$ cat src/sv/gtcp_pkg.sv
// shared constants and types for the gpio text command parser
`default_nettype none
package gtcp_pkg;

  localparam int MAX_LINE   = 100;
  localparam int LINE_CNT_W = $clog2(MAX_LINE + 1);
  localparam int HEAD_LEN   = 4;
  localparam int HEAD_IDX_W = $clog2(HEAD_LEN);

  localparam int RX_W     = 8;
  localparam int LEVELS_W = 48;
  localparam int PORT_W   = 2;
  localparam int PIN_W    = 4;
  localparam int MODE_W   = 3;
  localparam int REPLY_W  = 6;

  localparam int S_DATA_W = 56;
  localparam int M_DATA_W = 16;

  localparam logic [RX_W-1:0] CH_A       = 8'h61;
  localparam logic [RX_W-1:0] CH_B       = 8'h62;
  localparam logic [RX_W-1:0] CH_C       = 8'h63;
  localparam logic [RX_W-1:0] CH_Z       = 8'h7a;
  localparam logic [RX_W-1:0] CH_NL      = 8'h0a;
  localparam logic [RX_W-1:0] CH_ZERO    = 8'h30;
  localparam logic [RX_W-1:0] CH_ONE     = 8'h31;
  localparam logic [RX_W-1:0] CH_FIVE    = 8'h35;
  localparam logic [RX_W-1:0] CH_NINE    = 8'h39;
  localparam logic [RX_W-1:0] CH_QMARK   = 8'h3f;
  localparam logic [RX_W-1:0] CH_HIGH    = 8'h68;
  localparam logic [RX_W-1:0] CH_LOW     = 8'h6c;
  localparam logic [RX_W-1:0] CH_FLOAT   = 8'h66;
  localparam logic [RX_W-1:0] CH_PULLUP  = 8'h75;
  localparam logic [RX_W-1:0] CH_PULLDN  = 8'h64;
  localparam logic [RX_W-1:0] CH_STATUS  = 8'h73;

  localparam logic [REPLY_W-1:0] REPLY_BASE = 6'h30;

  typedef enum logic [PORT_W-1:0] {
    PORT_A = 2'd0,
    PORT_B = 2'd1,
    PORT_C = 2'd2
  } port_t;

  typedef enum logic [MODE_W-1:0] {
    MODE_HIGH   = 3'd0,
    MODE_LOW    = 3'd1,
    MODE_FLOAT  = 3'd2,
    MODE_PULLUP = 3'd3,
    MODE_PULLDN = 3'd4,
    MODE_STATUS = 3'd5
  } mode_t;

  typedef struct packed {
    logic [REPLY_W-1:0] reply_byte;
    mode_t              mode;
    logic [PIN_W-1:0]   pin;
    port_t              port;
  } result_t;

endpackage
`default_nettype wire

$ cat src/sv/gpio_text_command_parser_top.sv
// gpio text command parser: line assembly, command decode and result register
//
// s_* takes one received character per item together with the sampled pin
// levels of ports a, b and c. Bytes are ignored while enabled is 0. While the
// line is empty, characters outside a-z are dropped. The first four bytes of
// a line are kept; a newline decodes them as command letter, port letter and
// a one- or two-digit pin number. A valid line gives one m_* item holding
// port, pin, mode and the pin level as ascii '0' or '1'; bad lines give none.
// The cfg channel writes enabled and clears the line length; it is always
// ready and should be used only while the block is idle.
// The result of a newline item is in the output register in the next cycle.
// One item is taken every cycle while s_tready is high, set by the single
// decode stage in front of the output register. When the receiver stalls the
// result waits in the output register and s_tready drops only while it is
// full and not taken, so a taken result and a new item pass in the same cycle.
// Reset clears enabled, the line length and the output valid.
`default_nettype none
module gpio_text_command_parser_top (
  input  wire logic                          clk,
  input  wire logic                          rst,
  input  wire logic                          cfg_valid,
  output      logic                          cfg_ready,
  input  wire logic                          cfg_data,
  input  wire logic                          s_tvalid,
  output      logic                          s_tready,
  // rx_byte [7:0], pin_levels [55:8]
  input  wire logic [gtcp_pkg::S_DATA_W-1:0] s_tdata,
  output      logic                          m_tvalid,
  input  wire logic                          m_tready,
  // port [1:0], pin [5:2], mode [8:6], reply_byte [14:9], zero [15]
  output      logic [gtcp_pkg::M_DATA_W-1:0] m_tdata
);
  import gtcp_pkg::*;

  logic                  enabled;
  logic [LINE_CNT_W-1:0] line_count;
  logic [LINE_CNT_W-1:0] line_count_next;
  logic [RX_W-1:0]       head_bytes [HEAD_LEN];
  logic [RX_W-1:0]       head_eff   [HEAD_LEN];

  logic [RX_W-1:0]     rx_byte;
  logic [LEVELS_W-1:0] pin_levels;
  logic                s_acc;
  logic                cfg_acc;
  logic                take;
  logic                is_lower;
  logic                is_nl;
  logic                line_ok;
  logic                pin_ok;
  logic                port_ok;
  logic                mode_ok;
  logic                two_digit;
  logic [PIN_W-1:0]    pin_val;
  port_t               port_val;
  mode_t               mode_val;
  logic                level_bit;
  result_t             result;
  result_t             result_next;

  assign rx_byte    = s_tdata[RX_W-1:0];
  assign pin_levels = s_tdata[RX_W +: LEVELS_W];

  assign cfg_ready = 1'b1;
  assign cfg_acc   = cfg_valid && cfg_ready;
  assign s_tready  = !m_tvalid || m_tready;
  assign s_acc     = s_tvalid && s_tready;

  assign is_lower = (rx_byte >= CH_A) && (rx_byte <= CH_Z);
  assign is_nl    = (rx_byte == CH_NL);
  // an item counts only when enabled and not a dropped leading byte
  assign take     = s_acc && enabled && ((line_count != '0) || is_lower);

  // the current byte stands in for the head entry it is about to fill
  always_comb begin
    for (int i = 0; i < HEAD_LEN; i++) begin
      head_eff[i] = (line_count == LINE_CNT_W'(i)) ? rx_byte : head_bytes[i];
    end
  end

  always_comb begin
    port_ok  = 1'b1;
    port_val = PORT_A;
    unique case (head_eff[1])
      CH_A:    port_val = PORT_A;
      CH_B:    port_val = PORT_B;
      CH_C:    port_val = PORT_C;
      default: port_ok  = 1'b0;
    endcase
  end

  always_comb begin
    mode_ok  = 1'b1;
    mode_val = MODE_HIGH;
    unique case (head_eff[0])
      CH_HIGH:   mode_val = MODE_HIGH;
      CH_LOW:    mode_val = MODE_LOW;
      CH_FLOAT:  mode_val = MODE_FLOAT;
      CH_PULLUP: mode_val = MODE_PULLUP;
      CH_PULLDN: mode_val = MODE_PULLDN;
      CH_STATUS: mode_val = MODE_STATUS;
      default:   mode_ok  = 1'b0;
    endcase
  end

  // two digits only fit when the first is 0, or 1 followed by 0-5
  assign two_digit = (line_count >= LINE_CNT_W'(3))
                  && (head_eff[3] >= CH_ZERO) && (head_eff[3] <= CH_NINE);

  always_comb begin
    pin_ok  = 1'b0;
    pin_val = '0;
    priority if (two_digit) begin
      if (head_eff[2] == CH_ZERO) begin
        pin_ok  = 1'b1;
        pin_val = PIN_W'(head_eff[3] - CH_ZERO);
      end else if ((head_eff[2] == CH_ONE) && (head_eff[3] <= CH_FIVE)) begin
        pin_ok  = 1'b1;
        pin_val = PIN_W'(head_eff[3] - CH_ZERO) + PIN_W'(10);
      end
    end else begin
      // ':' through '?' give pins 10 to 15
      if ((head_eff[2] >= CH_ZERO) && (head_eff[2] <= CH_QMARK)) begin
        pin_ok  = 1'b1;
        pin_val = PIN_W'(head_eff[2] - CH_ZERO);
      end
    end
  end

  assign line_ok   = line_count >= LINE_CNT_W'(2);
  assign level_bit = pin_levels[{port_val, pin_val}];

  always_comb begin
    result_next.port       = port_val;
    result_next.pin        = pin_val;
    result_next.mode       = mode_val;
    result_next.reply_byte = REPLY_BASE + REPLY_W'(level_bit);
  end

  always_comb begin
    line_count_next = line_count;
    if (take) begin
      if (is_nl) begin
        line_count_next = '0;
      end else if (line_count < LINE_CNT_W'(MAX_LINE)) begin
        line_count_next = line_count + LINE_CNT_W'(1);
      end
    end
  end

  always_ff @(posedge clk) begin
    if (rst) begin
      enabled    <= 1'b0;
      line_count <= '0;
    end else if (cfg_acc) begin
      enabled    <= cfg_data;
      line_count <= '0;
    end else begin
      line_count <= line_count_next;
    end
  end

  always_ff @(posedge clk) begin
    if (take && (line_count < LINE_CNT_W'(HEAD_LEN))) begin
      head_bytes[line_count[HEAD_IDX_W-1:0]] <= rx_byte;
    end
  end

  always_ff @(posedge clk) begin
    if (rst) begin
      m_tvalid <= 1'b0;
    end else if (s_tready) begin
      m_tvalid <= take && is_nl && line_ok && port_ok && pin_ok && mode_ok;
    end
  end

  always_ff @(posedge clk) begin
    if (s_tready) begin
      result <= result_next;
    end
  end

  assign m_tdata = {1'b0, result};

  a_count_bound: assert property (@(posedge clk) disable iff (rst)
    line_count <= LINE_CNT_W'(MAX_LINE))
    else $error("line length above limit");

  a_cfg_clears: assert property (@(posedge clk) disable iff (rst)
    cfg_acc |=> (line_count == '0))
    else $error("line length not cleared by cfg write");

  a_disabled_quiet: assert property (@(posedge clk) disable iff (rst)
    (!enabled && !m_tvalid) |=> !m_tvalid)
    else $error("result while disabled");

  a_port_range: assert property (@(posedge clk) disable iff (rst)
    m_tvalid |-> ((result.port != 2'd3) && (result.mode <= MODE_STATUS)))
    else $error("result port or mode out of range");

endmodule
`default_nettype wire

$ cat config.mk
export PLATFORM = sky130hd
export DESIGN_NAME = gpio_text_command_parser_top
export DESIGN_NICKNAME = d
export VERILOG_FILES = /design/src/sv/gtcp_pkg.sv /design/src/sv/gpio_text_command_parser_top.sv
export SDC_FILE = /design/constraint.sdc
export NUM_CORES = 1
export LEC_CHECK = 0
export BUFFER_PORTS_ARGS = -buffer_cell sky130_fd_sc_hd__buf_2
export CAP_MARGIN = 25
export CORE_MARGIN = 2
export CORE_UTILIZATION = 50
export CTS_BUF_LIST = sky130_fd_sc_hd__clkbuf_8
export DETAILED_ROUTE_END_ITERATION = 6
export PLACE_DENSITY = 0.76
export SETUP_SLACK_MARGIN = 0.4
export SLEW_MARGIN = 15
export SYNTH_ARGS = -nofsm -noshare
export SYNTH_HDL_FRONTEND = slang
export SYNTH_SLANG_ARGS = --single-unit
$ cat constraint.sdc
create_clock -name clk -period 4.37 [get_ports clk]
set_input_delay 0.437 -clock clk [delete_from_list [all_inputs] [get_ports clk]]
set_output_delay 0.437 -clock clk [all_outputs]
set_load 0.01 [all_outputs]
Yosys cells after proc, flatten, opt, wreduce, memory -nomap -nowiden. Memories as Yosys holds them, arrays and structs flattened. Index checks and enable logic that the tools add are counted.

Output and inout bits: 19. Logic and storage cells: 86. Latch bits: 0. Bits of input ports: 62. Memory bits (writable): 32. Bits in read-only memories: 0. Memories: 1. Bits in registers: 24.

Shift-type cells: 0. Equal/unequal tests: 15. Reductions and logical operators: 24. Bitwise gates (word level): 0. Add/sub/neg operators: 5. Div/mod/pow operators: 0. Muxes and demuxes: 22. Magnitude comparators: 12. Multiply operators: 0.

Memories: head_bytes (depth 4, width 8, read ports 4, clocked after memory_dff 0, wr ports 1, RTL line gpio_text_command_parser_top.sv:38) `logic [RX_W-1:0] head_bytes [HEAD_LEN];`.

Operators by type and width (number): $eq 8x7->1 const B (9); $mux 8 (4); $le 8x6->1 const B (3); $eq 8x6->1 const B (2); $ge 8x6->1 const B (2); $mux 4 (4); $pmux 3 s5 (1); $eq 7x2->1 const B (2); $ge 7x2->1 const B (2); $logic_and 1x1->1 (14); $mux 7 (2); $mux 1 (9); $eq 8x4->1 const B (1); $ge 8x7->1 const B (1); $le 8x7->1 const B (1); $sub 4x1->4 const B (2); $add 7x1->7 const B (1); $eq 7x1->1 const B (1); $logic_not 7->1 (1); $lt 6x7->1 const B (1); $lt 7x3->1 const B (1); $lt 7x7->1 const B (1); $reduce_bool 7->1 (1); $add 5x2->6 const A (1); 10 further kinds (11).

Depth between registers and ports, before layout.
Word-level depth: 10. Gate-level depth with buffers: 14. Gate-level depth less buffers: 14.

Worst setup path before layout. OpenSTA, ideal clock, no wires.

Path type: input port to flip-flop. Start point: in s_tdata[7] in the netlist's numbering. End point: reg result (netlist bit m_tdata[9]), data pin. Arrival: 3054 ps. Stages: 12. Setup time: 256 ps. Path slack: 1060 ps. Cell sequence: or4bb_1 or4_1 a221o_1 a2111o_1 a21o_1 buf_6 buf_12 mux2i_1 mux2i_1 mux2i_1 o2111ai_1 o211a_1.

Word-level cells in the longest chain between the ends: 9. Elaborated cells between the ends (all ways): 24.

Ends and longest elaborated chain: start, declared (RTL line gpio_text_command_parser_top.sv:27) `input wire logic [gtcp_pkg::S_DATA_W-1:0] s_tdata,`; $mux 8 (RTL line gpio_text_command_parser_top.sv:76) `head_eff[i] = (line_count == LINE_CNT_W'(i)) ? rx_byte : head_bytes[i];`; $le 8x6->1 or $eq 8x6->1 (tied branches) (RTL line gpio_text_command_parser_top.sv:116) `end else if ((head_eff[2] == CH_ONE) && (head_eff[3] <= CH_FIVE)) begin`; $logic_and 1x1->1 (RTL line gpio_text_command_parser_top.sv:116); $mux 4 (RTL line gpio_text_command_parser_top.sv:116); $mux 4 (RTL line gpio_text_command_parser_top.sv:113) `if (head_eff[2] == CH_ZERO) begin`; $mux 4 (RTL line gpio_text_command_parser_top.sv:112) `priority if (two_digit) begin`; $bmux 1 s6 * (RTL line gpio_text_command_parser_top.sv:130) `assign level_bit = pin_levels[{port_val, pin_val}];`; $mux 1 (not written as such) * (RTL line gpio_text_command_parser_top.sv:130); net level_bit (RTL line gpio_text_command_parser_top.sv:56) `logic level_bit;`; $add 5x2->6 * (RTL line gpio_text_command_parser_top.sv:136) `result_next.reply_byte = REPLY_BASE + REPLY_W'(level_bit);`; end signal, assigned (RTL line gpio_text_command_parser_top.sv:178) `result <= result_next;`; end, declared (RTL line gpio_text_command_parser_top.sv:57) `result_t result;`.

The timed path passes the listed nets; every way through them passes the cells marked *. The select of a mux whose other input is x is not followed. A chain may end at the register's enable or synchronous reset.

Final worst setup path.
Start point: reg line_count[0]. End point: reg result (netlist bit m_tdata[9]), data pin.

Word-level cells in the longest chain between the ends: 10. Elaborated cells between the ends (all ways): 31.

Ends and longest elaborated chain: start, declared (RTL line gpio_text_command_parser_top.sv:36) `logic [LINE_CNT_W-1:0] line_count;`; start signal, assigned (RTL line gpio_text_command_parser_top.sv:158) `line_count <= line_count_next;`; $eq 7x2->1 (RTL line gpio_text_command_parser_top.sv:76); $mux 8 (RTL line gpio_text_command_parser_top.sv:76); $sub 4x1->4, or another cell as far along (RTL line gpio_text_command_parser_top.sv:115, gpio_text_command_parser_top.sv:118); $add 4x4->4 or $logic_and 1x1->1 (tied branches) (RTL line gpio_text_command_parser_top.sv:118, gpio_text_command_parser_top.sv:116); $mux 4 (RTL line gpio_text_command_parser_top.sv:116); $mux 4 (RTL line gpio_text_command_parser_top.sv:113); $mux 4 (RTL line gpio_text_command_parser_top.sv:112); $bmux 1 s6 * (RTL line gpio_text_command_parser_top.sv:130); $mux 1 (not written as such) * (RTL line gpio_text_command_parser_top.sv:130); net level_bit (RTL line gpio_text_command_parser_top.sv:56); $add 5x2->6 * (RTL line gpio_text_command_parser_top.sv:136).

Marks and branches as above.

==> run metrics <==
multiplexer share of the synthesized area=16.60%; FF+latch count, synth=between 50 and 60; first drt pass iteration count=4; critical path class=flip-flop to flip-flop; Tot GR Track Use=21.61%; crit path max-delay cell type=dfxtp_1; XOR/XNOR Fraction of Synth Area=1.709%; fin crit period=3.696 ns; Post-DP HPWL=between 5000 and 6000 µm; most frequent cells after synthesis=edfxtp_1 (42), mux2i_1 (42), nor2_1 (34); DR iter-0 viols=200; DIE AREA=around 0.0068 mm²; CTS root buf=clkbuf_8; arrival time at the worst endpoint=about 3.9 ns; Core Box Area=0.005921 mm²; unique cell type count in the Yosys netlist=54; Critical Path Sink Type=flip-flop; antenna-violating nets left=0; CTS max path bufs=2; routed wire length=around 6900 µm; CTS tree=yes; chip width=82.43 µm; Final #Nets=424; number of flops mapped to enable cells by yosys=42; routability cong.=0.9007; Async SR Flop Fraction=0%; FP Rows=28; largest family of logic cells by synthesized area=multiplexers; leading area contributor after synthesis=edfxtp_1; layout cells sized above 1=27.37%; Max-cap violations=0; CTS H-tree depth=2; Post-Synthesis Cells=283; Post-Synth Simple-Gate Area=between 10% and 20%; final setup fails=0; Yosys warnings=0; Worst path max stage delay=between 0.4 and 0.5 ns; Boundary Pins=slightly above 80; ys flop type=edfxtp_1; PostCTS Resize Cnt=0; pwr/cell area=273.5 mW/mm²; skew final=between 0.009 and 0.01 ns; LEAKAGE=1.644 nW; Seq/Total Area, Yosys=46.87%; RSZ-0062 raised after global routing=no; Synth Area per Inst=10.87 µm²; largest net degree at the start of global routing=26; initial antenna violation count=0; Req. time, crit path=~4.6 ns; placement-stage cell area=between 0.003 and 0.004 mm²; Die H=about 82 µm; share of Yosys cell area claimed by the top area cell type=41.01%; total negative slack=0 ns; Worst VDD drop=0.3247 mV; Tightest Pin Transition=0.7673 ns; startpoint types=flip-flop; Slew Viols, Final=0; Hold-fix buffers, CTS=0; gr ovfl total=0; diode count=0; Area growth, synth to finish=16.92%; mapped cell area=0.003075 mm²; # port buffers=73; detailed-route wire length per cell=~16 µm; synth top area cells=edfxtp_1 (41%), mux2i_1 (14%), dfxtp_1 (5.9%); DRC Markers=0; Compound-Gate Fraction of Synth Area=11.80%; starting density of the core=51.94%; via/cell ratio=5.651; Achievable Freq=0.2706 GHz; CTS buffer count=5; hold_ws=about 0.35 ns; number of post-CTS setup repair buffers=0; fin crit share=84.57%; outcome=completed; vias in the first global route=2,373; clk_lat worst skew=0.31 ns; clock slew at reported path FFs=0.09 ns; Worst Path Max Fanout=25; Finished Cell Area=approximately 0.0036 mm²; Rel. slew slack=around half; clk sink count=51; Final Hold Vio Count=0; HP Class=primary input to flip-flop; via count=2,447; crit-path cells=ha_1 > nor4b_1 > nand2_1 > buf_4 > mux2_2 > a2111o_1 > a21o_1 > buf_4 > mux2i_1 > mux2_2 > a2bb2oi_2 > o2111ai_1 > o211a_1; adder-cell share of the synthesized area=2.034%; first-pass GRT wire length=10,940 µm
## final cells by class
cell class | count | area [µm²]
multi-input combinational | 213 | 1495
inverter | 9 | 33.78
tap | 75 | 93.84
clock buffer | 5 | 68.82
timing repair buffer | 77 | 395.4
sequential | 51 | 1441
fill | 489 | 2325
clock inverter | 3 | 67.56
## logic make-up (layout without fill, tap and decap cells)
logic type / Yosys count / in the layout
adder cells (fa/ha/maj): 5 / 5
AND/OR/NAND/NOR: 95 / 95
other: 2 / 7
XOR/XNOR: 6 / 6
flip-flops: 51 / 51
multiplexers: 50 / 50
buffers and inverters: 24 / 94
AO/OA/AOI/OAI: 50 / 50
## registers in the layout, indices dropped and copies added, names as in the netlist
| name | cells |
|---|---|
| enabled | 1 |
| head_bytes | 32 |
| line_count | 7 |
| m_tdata | 10 |
| m_tvalid | 1 |
## stage by stage
step	total power (W)	instances	utilization, %	worst slack, ns
finish	0.0009833	433	60.74	0.6743
global route	0.001011	433	60.74	0.4539
CTS	0.0009857	431	60.48	0.7056
detailed placement	0.0006082	423	58.18	0.6344
global placement	0.0006072	423	58.18	0.6614
floorplan	0.0005726	288	-	1.060
## where the power goes
group | internal (W) | switching (W) | leakage (nW)
registers | 0.000524 | 0.000000671 | 0.481
logic | 0.0000346 | 0.0000382 | 1.10
clock network | 0.000228 | 0.000157 | 0.0644
total | 0.000787 | 0.000196 | 1.64
## layer usage
metal  up-vias  GRT usage (%)  wire (µm)
met4         0          7.500        112
met3        12          4.565        594
met5         -              0          0
met1      1145          27.70       2871
met2        99          36.21       3302
li1       1191              -          -
## path summary, 6_finish.rpt
kind / end / cells after the start / startpoint / slack [ns]
worst max-delay path: m_tdata[9]$_DFFE_PN_ / 13 / line_count[0]$_SDFFE_PP0P_ / 0.67
worst min-delay path: enabled$_SDFFE_PP0P_ / 2 / rst / 0.35
worst max register to register: m_tdata[9]$_DFFE_PN_ / 13 / line_count[0]$_SDFFE_PP0P_ / 0.67
worst min register to register: enabled$_SDFFE_PP0P_ / 2 / enabled$_SDFFE_PP0P_ / 0.54
## cell usage in the layout (no fill, tap or decap), types with 3 or more instances in the layout
| cell | Yosys | layout |
|---|---|---|
| edfxtp_1 | 42 | 42 |
| a22oi_1 | 8 | 8 |
| xor2_1 | 4 | 4 |
| nand4_1 | 3 | 3 |
| o21a_1 | 3 | 3 |
| o21ai_0 | 6 | 6 |
| and2_1 | 4 | 4 |
| buf_4 | 7 | 4 |
| nand2_1 | 20 | 20 |
| nand3b_1 | 3 | 3 |
| mux2i_1 | 42 | 42 |
| buf_2 | 1 | 73 |
| ha_1 | 5 | 5 |
| nor2_1 | 34 | 34 |
| conb_1 | 2 | 7 |
| dfxtp_1 | 9 | 9 |
| mux2_2 | 8 | 8 |
| inv_1 | 9 | 9 |
| a31oi_1 | 3 | 3 |
| nand2b_1 | 4 | 4 |
| clkbuf_8 | 0 | 5 |
| nor3_1 | 12 | 12 |
| a21oi_1 | 11 | 11 |
## critical path: cells and delay by family (launching register included)
| kind | cells | cell delay, ns |
|---|---|---|
| simple gates | 2 | 0.57 |
| fa+ha+maj | 1 | 0.30 |
| flops | 1 | 0.47 |
| compound gates | 5 | 1.01 |
| buf+inv | 2 | 0.46 |
| mux | 3 | 0.76 |
(Power assumes the default switching activity.)
